===== src/rtl/rotate_scale_nearest_sampler_defines.svh =====
// Assertion macros shared by the sampler modules.
`ifndef ROTATE_SCALE_NEAREST_SAMPLER_DEFINES_SVH
`define ROTATE_SCALE_NEAREST_SAMPLER_DEFINES_SVH

// Checks cons in the same cycle as ante, clocked on clk and quiet in reset.
`define RSN_ASSERT_NOW(label, ante, cons, msg) \
  label: assert property (@(posedge clk) disable iff (!rst_n) (ante) |-> (cons)) \
    else $error(msg);

// Checks cons in the cycle after ante.
`define RSN_ASSERT_NEXT(label, ante, cons, msg) \
  label: assert property (@(posedge clk) disable iff (!rst_n) (ante) |=> (cons)) \
    else $error(msg);

`endif


===== src/rtl/rsn_pkg.sv =====
// Types, constants and register codes of the rotate and scale sampler.
package rsn_pkg;

  localparam int IMG_WIDTH  = 256;
  localparam int IMG_HEIGHT = 256;
  localparam int MEM_DEPTH  = IMG_WIDTH * IMG_HEIGHT;
  localparam int ADDR_W     = $clog2(MEM_DEPTH);
  localparam int COL_IDX_W  = $clog2(IMG_WIDTH);
  localparam int ROW_IDX_W  = $clog2(IMG_HEIGHT);

  // Fixed point: Q8.8 scale times Q1.14 trig gives 22 fraction bits.
  localparam int FRAC_W = 22;
  localparam int SCL_W  = 24;            // scale times an 8-bit offset
  localparam int PROD_W = SCL_W + 1 + 16; // signed product of scaled offset and trig
  localparam int SUM_W  = PROD_W + 1;
  localparam int Q_W    = SUM_W - FRAC_W; // integer part after truncation

  localparam int Q_DEPTH = 4;
  localparam int Q_PTR_W = $clog2(Q_DEPTH);
  localparam int Q_CNT_W = $clog2(Q_DEPTH + 1);

  localparam logic KIND_WRITE  = 1'b0;
  localparam logic KIND_SAMPLE = 1'b1;

  typedef enum logic [2:0] {
    REG_SRC_LEFT   = 3'd0,
    REG_SRC_TOP    = 3'd1,
    REG_SRC_RIGHT  = 3'd2,
    REG_SRC_BOTTOM = 3'd3,
    REG_SCALE_X    = 3'd4,
    REG_SCALE_Y    = 3'd5,
    REG_ROT_COS    = 3'd6,
    REG_ROT_SIN    = 3'd7
  } cfg_reg_t;

  typedef struct packed {
    logic       kind;
    logic [7:0] pos_x;
    logic [7:0] pos_y;
    logic [7:0] pixel_in;
  } in_item_t;

  typedef struct packed {
    logic [7:0] dest_x;
    logic [7:0] dest_y;
    logic [7:0] out_pixel;
    logic       in_bounds;
  } out_item_t;

  typedef struct packed {
    logic [7:0]        src_left;
    logic [7:0]        src_top;
    logic [8:0]        src_right;
    logic [8:0]        src_bottom;
    logic [15:0]       scale_x;
    logic [15:0]       scale_y;
    logic signed [15:0] rot_cos;
    logic signed [15:0] rot_sin;
  } cfg_t;

  // One classified operation waiting for the back end.
  typedef struct packed {
    logic       is_wr;
    logic [7:0] x;
    logic [7:0] y;
    logic [7:0] pix;
  } op_t;

  typedef struct packed {
    logic vld;
    op_t  op;
  } q_head_t;

endpackage


===== src/rtl/rsn_front.sv =====
// Front end: accepts input beats, drops writes outside the image, queues the rest.
`include "rotate_scale_nearest_sampler_defines.svh"

module rsn_front (
  input  logic              clk,
  input  logic              rst_n,
  input  logic              in_push,
  output logic              in_full,
  input  rsn_pkg::in_item_t in_data,
  output rsn_pkg::q_head_t  q_head,
  input  logic              q_take
);

  rsn_pkg::op_t                   fifo_r [rsn_pkg::Q_DEPTH];
  logic [rsn_pkg::Q_PTR_W-1:0]    wr_ptr_r, rd_ptr_r;
  logic [rsn_pkg::Q_CNT_W-1:0]    count_r, count_nxt;
  logic                           accept, keep, q_push;
  rsn_pkg::op_t                   op_new;

  assign in_full = (32'(count_r) == rsn_pkg::Q_DEPTH);
  assign accept  = in_push && !in_full;

  // A write whose coordinates fall outside the image has no effect at all.
  always_comb begin
    keep = (in_data.kind == rsn_pkg::KIND_SAMPLE) ||
           ((32'(in_data.pos_x) < rsn_pkg::IMG_WIDTH) &&
            (32'(in_data.pos_y) < rsn_pkg::IMG_HEIGHT));
    op_new.is_wr = (in_data.kind == rsn_pkg::KIND_WRITE);
    op_new.x     = in_data.pos_x;
    op_new.y     = in_data.pos_y;
    op_new.pix   = in_data.pixel_in;
  end

  assign q_push = accept && keep;

  always_comb begin
    count_nxt = count_r;
    if (q_push && !q_take) begin
      count_nxt = count_r + 1'b1;
    end else if (!q_push && q_take) begin
      count_nxt = count_r - 1'b1;
    end
  end

  always_ff @(posedge clk) begin
    if (!rst_n) begin
      wr_ptr_r <= '0;
      rd_ptr_r <= '0;
      count_r  <= '0;
    end else begin
      count_r <= count_nxt;
      if (q_push) begin
        wr_ptr_r <= wr_ptr_r + 1'b1;
      end
      if (q_take) begin
        rd_ptr_r <= rd_ptr_r + 1'b1;
      end
    end
  end

  always_ff @(posedge clk) begin
    if (q_push) begin
      fifo_r[wr_ptr_r] <= op_new;
    end
  end

  assign q_head.vld = (count_r != '0);
  assign q_head.op  = fifo_r[rd_ptr_r];

  `RSN_ASSERT_NOW(a_cnt_max, 1'b1, 32'(count_r) <= rsn_pkg::Q_DEPTH,
                  "queue count above depth")
  `RSN_ASSERT_NOW(a_take_nonempty, q_take, count_r != '0,
                  "back end took from an empty queue")
  `RSN_ASSERT_NEXT(a_cnt_up, q_push && !q_take, count_r == $past(count_r) + 1'b1,
                   "queue count missed a push")

endmodule


===== config.mk =====
export PLATFORM = sky130hd
export DESIGN_NAME = rsn_front
export DESIGN_NICKNAME = d
export VERILOG_FILES = /design/src/rtl/rsn_pkg.sv /design/src/rtl/rsn_front.sv
export VERILOG_INCLUDE_DIRS = /design/src /design/src/rtl
export SDC_FILE = /design/constraint.sdc
export NUM_CORES = 1
export LEC_CHECK = 0
export BUFFER_PORTS_ARGS = -buffer_cell sky130_fd_sc_hd__buf_4
export CAP_MARGIN = 20
export CORE_ASPECT_RATIO = 1.25
export CORE_MARGIN = 3
export CORE_UTILIZATION = 50
export CTS_CLUSTER_DIAMETER = 80
export DETAILED_ROUTE_END_ITERATION = 10
export PLACE_DENSITY_LB_ADDON = 0.12
export SYNTH_ARGS = -nofsm -noshare
export SYNTH_HDL_FRONTEND = slang
export SYNTH_SLANG_ARGS = --single-unit

===== constraint.sdc =====
create_clock -name clk -period 2.3 [get_ports clk]
set_input_delay 0.115 -clock clk [delete_from_list [all_inputs] [get_ports clk]]
set_output_delay 0.115 -clock clk [all_outputs]
set_load 0.01 [all_outputs]

### Word-level counts from Yosys, hierarchy flattened

Memories as Yosys holds them, arrays and structs flattened. A register that Yosys moved wholly into a read port is not among the register bits.
Cells that the tools add are included.
W data, S select, Z words.

* flip-flop bits (word level): 7
* RAM bits: 100
* input port bits: 29
* output and inout bits: 27
* memories: 1

* add/subtract/negate cells: 4
* equal/unequal tests: 1
* multiplexer cells: 6
* bitwise operators: 1
* reduce and logical (&&, ||, !) cells: 8

Memory list
* fifo_r: depth 4, bits a word 25, rd ports 1, clocked after memory_dff 1, write ports 1, line rsn_front.sv:14 `rsn_pkg::op_t fifo_r [rsn_pkg::Q_DEPTH];`

Operators by type and width (number)
* $mux W3: 2
* $add A2 B1 Y2 const B: 2
* $mux W2: 2
* $add A3 B1 Y3 const B: 1
* $eq A3 B3 Y1 const B: 1
* $logic_and A1 B1 Y1: 3
* $logic_not A1 Y1: 3
* $reduce_bool A3 Y1: 1
* $sub A3 B1 Y3 const B: 1
* $mux W1: 2
* $reduce_bool A2 Y1: 1
* $not A1 Y1: 1

### Logic depth before layout (Yosys ltp)

* depth in word-level cells: 7
* gate-level depth with buffers: 9
* mapped depth without buffers: 8

### Worst setup path after synthesis

OpenSTA, ideal clock, no wires.

* path type: flip-flop to flip-flop
* start: register count_r[0] in the netlist's numbering
* end: register count_r[2] in the netlist's numbering
* data arrival time: 1.902 ns
* slack: 0.322 ns
* stages on the path, launching flop included: 10
* path buffers: 1
* period minus slack after synthesis: 1.978 ns
* path through: dfxtp_1 nor3b_2 nor2b_1 buf_2 ha_1 inv_1 fa_1 xor2_1 or3_1 a21boi_0

* longest elaborated chain between the ends: 6
* elaborated cells on any way between the ends: 11

Ends and longest elaborated chain
* from (decl): line rsn_front.sv:16 `logic [rsn_pkg::Q_CNT_W-1:0] count_r, count_nxt;`
* from (signal assigned): line rsn_front.sv:51 `count_r <= count_nxt;`
* $eq A3 B3 Y1 *: line rsn_front.sv:20 `assign in_full = (32'(count_r) == rsn_pkg::Q_DEPTH);`
* net in_full: line rsn_front.sv:8 `output logic in_full,`
* $logic_not A1 Y1 *: line rsn_front.sv:21 `assign accept = in_push && !in_full;`
* $logic_and A1 B1 Y1 *: line rsn_front.sv:21
* net accept: line rsn_front.sv:17 `logic accept, keep, q_push;`
* $logic_not A1 Y1: line rsn_front.sv:40 `end else if (!q_push && q_take) begin`
* $logic_and A1 B1 Y1: line rsn_front.sv:40
* $reduce_bool A2 Y1 (no line)

The timed path passes the listed nets; every way through them passes the cells marked *. The select of a mux whose other input is x is not followed.
A chain may end at the register's enable or synchronous reset.

### Worst setup path after layout

* start: register count_r[0] in the netlist's numbering
* end: register count_r[2] in the netlist's numbering

* longest elaborated chain between the ends: 6
* elaborated cells on any way between the ends: 11

Ends and longest elaborated chain
* branches (longest 6 deep; another with $sub A3 B1 Y3)

Several ways; the timed one is not identified. The select of a mux whose other input is x is not followed.

==> flow_summary.json <==
{
  "status": "complete, no violations",
  "tns_ns": 0,
  "track_usage": 0.166,
  "slew_headroom": 0.743,
  "setup_viol": 0,
  "num_vias": 2000,
  "fin_ws_ns": 0.195,
  "p_leak_nw": 1.81,
  "die_h_um": 108,
  "postCtsSetupRepairBufs": 0,
  "r2r-start": "count_r[0]",
  "critPathArrivalTime_ns": 2.38,
  "synth.avg_cell_area_um2": 22.9,
  "first_iter_violations": 94,
  "worstPathRequired_ns": 2.57,
  "post-place-ws_ns": 0.210,
  "fin_crit_ns": 2.11,
  "rrSetupSlack_ns": 0.19,
  "synth_area_leaders": "edfxtp_1 73%, mux4_2 11%, dfxtp_1 4.4%",
  "path_cells": "nor3b_2 -> nor2b_1 -> ha_1 -> inv_1 -> fa_1 -> xor2_1 -> or3_1 -> a21boi_0",
  "final_nets": 309,
  "dieArea_um2": 9380,
  "syn_to_final_growth_pct": 23.6,
  "cts_tree": "yes",
  "netlist_area_um2": 4130,
  "grt_pass1_wl_mm": 11.4,
  "rows": 36,
  "rsz0062_at_grt": "no",
  "clock_latency_ns": 0.35,
  "drive_gt1_frac": 0.366,
  "synth-seq-cells": 109,
  "ys.warnings.count": 0,
  "hold_violations": 0,
  "grt_pass1_vias": 2333,
  "worstSetupPathType": "reg2reg",
  "end_kind": "flop",
  "finalClockSkew_ns": 0.00896,
  "slowest_stage": "dfxtp_1",
  "slew_violations": 0,
  "synthesis.nets": 215,
  "gp_congestion": 0.667,
  "synth_cell_types": 22,
  "fmax_ghz": 0.475,
  "cts_buffers": 9,
  "ir_worst_vdd_mv": 0.521,
  "cts-resized-gates": 0,
  "totalPowerFinal_mw": 4.31,
  "cts_max_path_buffers": 2,
  "viasPerCell": 5.35,
  "cts_sinks": 109,
  "drt-total-wl_mm": 7.08,
  "crit_cells": 8,
  "clk_pin_slew_ns": 0.09,
  "hold_path_class": "in2reg",
  "pin_count": 56,
  "r2r.worst_path.cells": 8,
  "fill_cells": 550,
  "initial_core_util": 0.520,
  "crit_start": "count_r[0]",
  "whs_ns": 0.0331,
  "worst_slew_pin_slew_ns": 0.385,
  "min_period_over_period": 0.915,
  "synth_top_area_frac": 0.728,
  "ys_seq_area_frac": 0.772,
  "critPathBufInv": 1,
  "synth_cells": 180,
  "diodes": 0,
  "drt-wirelength-per-cell_um": 18.9,
  "cp-endpoint": "count_r[2]",
  "h-tree-depth": 3,
  "antenna_found_initial": 0,
  "drc": 0,
  "r2r-end": "count_r[2]",
  "start_kind": "flop",
  "hpwl_mm": 4.60,
  "ant_nets": 0,
  "power_density_nw_per_um2": 846,
  "cp_max_fo": 4,
  "grt_max_degree": 26,
  "finalCoreUtilization": 0.643,
  "core_um2": 7930,
  "cp_top_family": "adder cells",
  "drv_cap": 0,
  "first_pass_iters": 4,
  "postCtsHoldBufs": 24,
  "synth_area_leader_cell": "edfxtp_1",
  "die_w_um": 87.2,
  "gr-total-overflow": 0,
  "port_buffers": 55,
  "ctsRootBufferMaster": "clkbuf_8",
  "cpPeakStageDelay_ns": 0.45
}
## area by class of cell
| cell class | count | area, um^2 | area share |
|---|---|---|---|
| Clock buffer | 12 | 135 | 0.0265 |
| Tap cell | 95 | 119 | 0.0233 |
| Clock inverter | 4 | 48.8 | 0.00957 |
| Sequential cell | 109 | 3180 | 0.625 |
| Inverter | 5 | 18.8 | 0.00368 |
| Timing Repair Buffer | 91 | 743 | 0.146 |
| Multi-Input combinational cell | 58 | 848 | 0.166 |
## routing by layer
| metal | GRT usage | vias up | share of wire |
|---|---|---|---|
| li1 | - | 918 | - |
| met1 | 0.182 | 1018 | 0.39 |
| met2 | 0.298 | 50 | 0.55 |
| met3 | 0.0391 | 14 | 0.039 |
| met4 | 0.0789 | 0 | 0.023 |
| met5 | 0 | - | 0 |
## kinds of logic (layout without fill, tap and decap cells)
logic type / after synthesis / after routing / synth area share
and+or+nand+nor: 18 / 18 / 0.0258
DFF: 109 / 109 / 0.772
AOI/OAI and AO/OA: 2 / 2 / 0.00303
muxes: 28 / 28 / 0.148
xor gates and xnor gates: 4 / 4 / 0.00849
adders and majority gates: 6 / 6 / 0.0200
buffers and inverters: 13 / 112 / 0.0227
## cells in the final DEF (no fill, tap or decap), types with 3 or more instances in the layout
master         synthesis  layout
inv_1                  5       5
edfxtp_1             100     100
dfxtp_1                9       8
and2_1                 8       8
buf_4                  0      67
dlygate4sd3_1          0      24
clkbuf_8               0       9
mux2i_1                3       3
nand2_1                5       5
mux4_1                 5       5
mux4_2                20      20
ha_1                   5       5
clkbuf_1               1       3
## state kept, by name (all words and copies together), names as in the netlist, named ones only
register and count:
rd_ptr_r 2, fifo_r 100, wr_ptr_r 2, count_r 3
## worst min-delay path by stage
stage                               end  slack, ns         from  cells after the start
after global placement    fifo_r[3][10]       0.31  in_data[10]                      1
after floorplan            fifo_r[0][0]       0.21   in_data[0]                      0
after global routing      fifo_r[1][24]       0.04  in_data[24]                      2
final                       rd_ptr_r[0]       0.03        rst_n                      2
after detailed placement  fifo_r[3][21]       0.32  in_data[21]                      1
after CTS                   rd_ptr_r[0]       0.02        rst_n                      2
## synthesized netlist by cell type (all sizes together)
master,number
a21boi,1
mux2i,3
o21ai,1
ha,5
mux4,25
or3,2
nor3b,1
xnor2,2
nor2b,2
and2,8
dfxtp,9
clkbuf,2
edfxtp,100
nand2,5
buf,6
fa,1
xor2,2
inv,5
## where the power goes
| part | switching, mW | internal, mW |
|---|---|---|
| Clock | 0.579 | 0.504 |
| Sequential | 0.0725 | 2.37 |
| Combinational | 0.371 | 0.417 |
| Total | 1.02 | 3.29 |
## per-stage QoR
step	area (um^2)	std cells
2_1_floorplan	4130	180
3_5_place_dp	4670	334
6_report	5100	374
4_1_cts	5100	374
3_3_place_gp	4670	334
5_1_grt	5100	374
(Power assumes the default switching activity.)
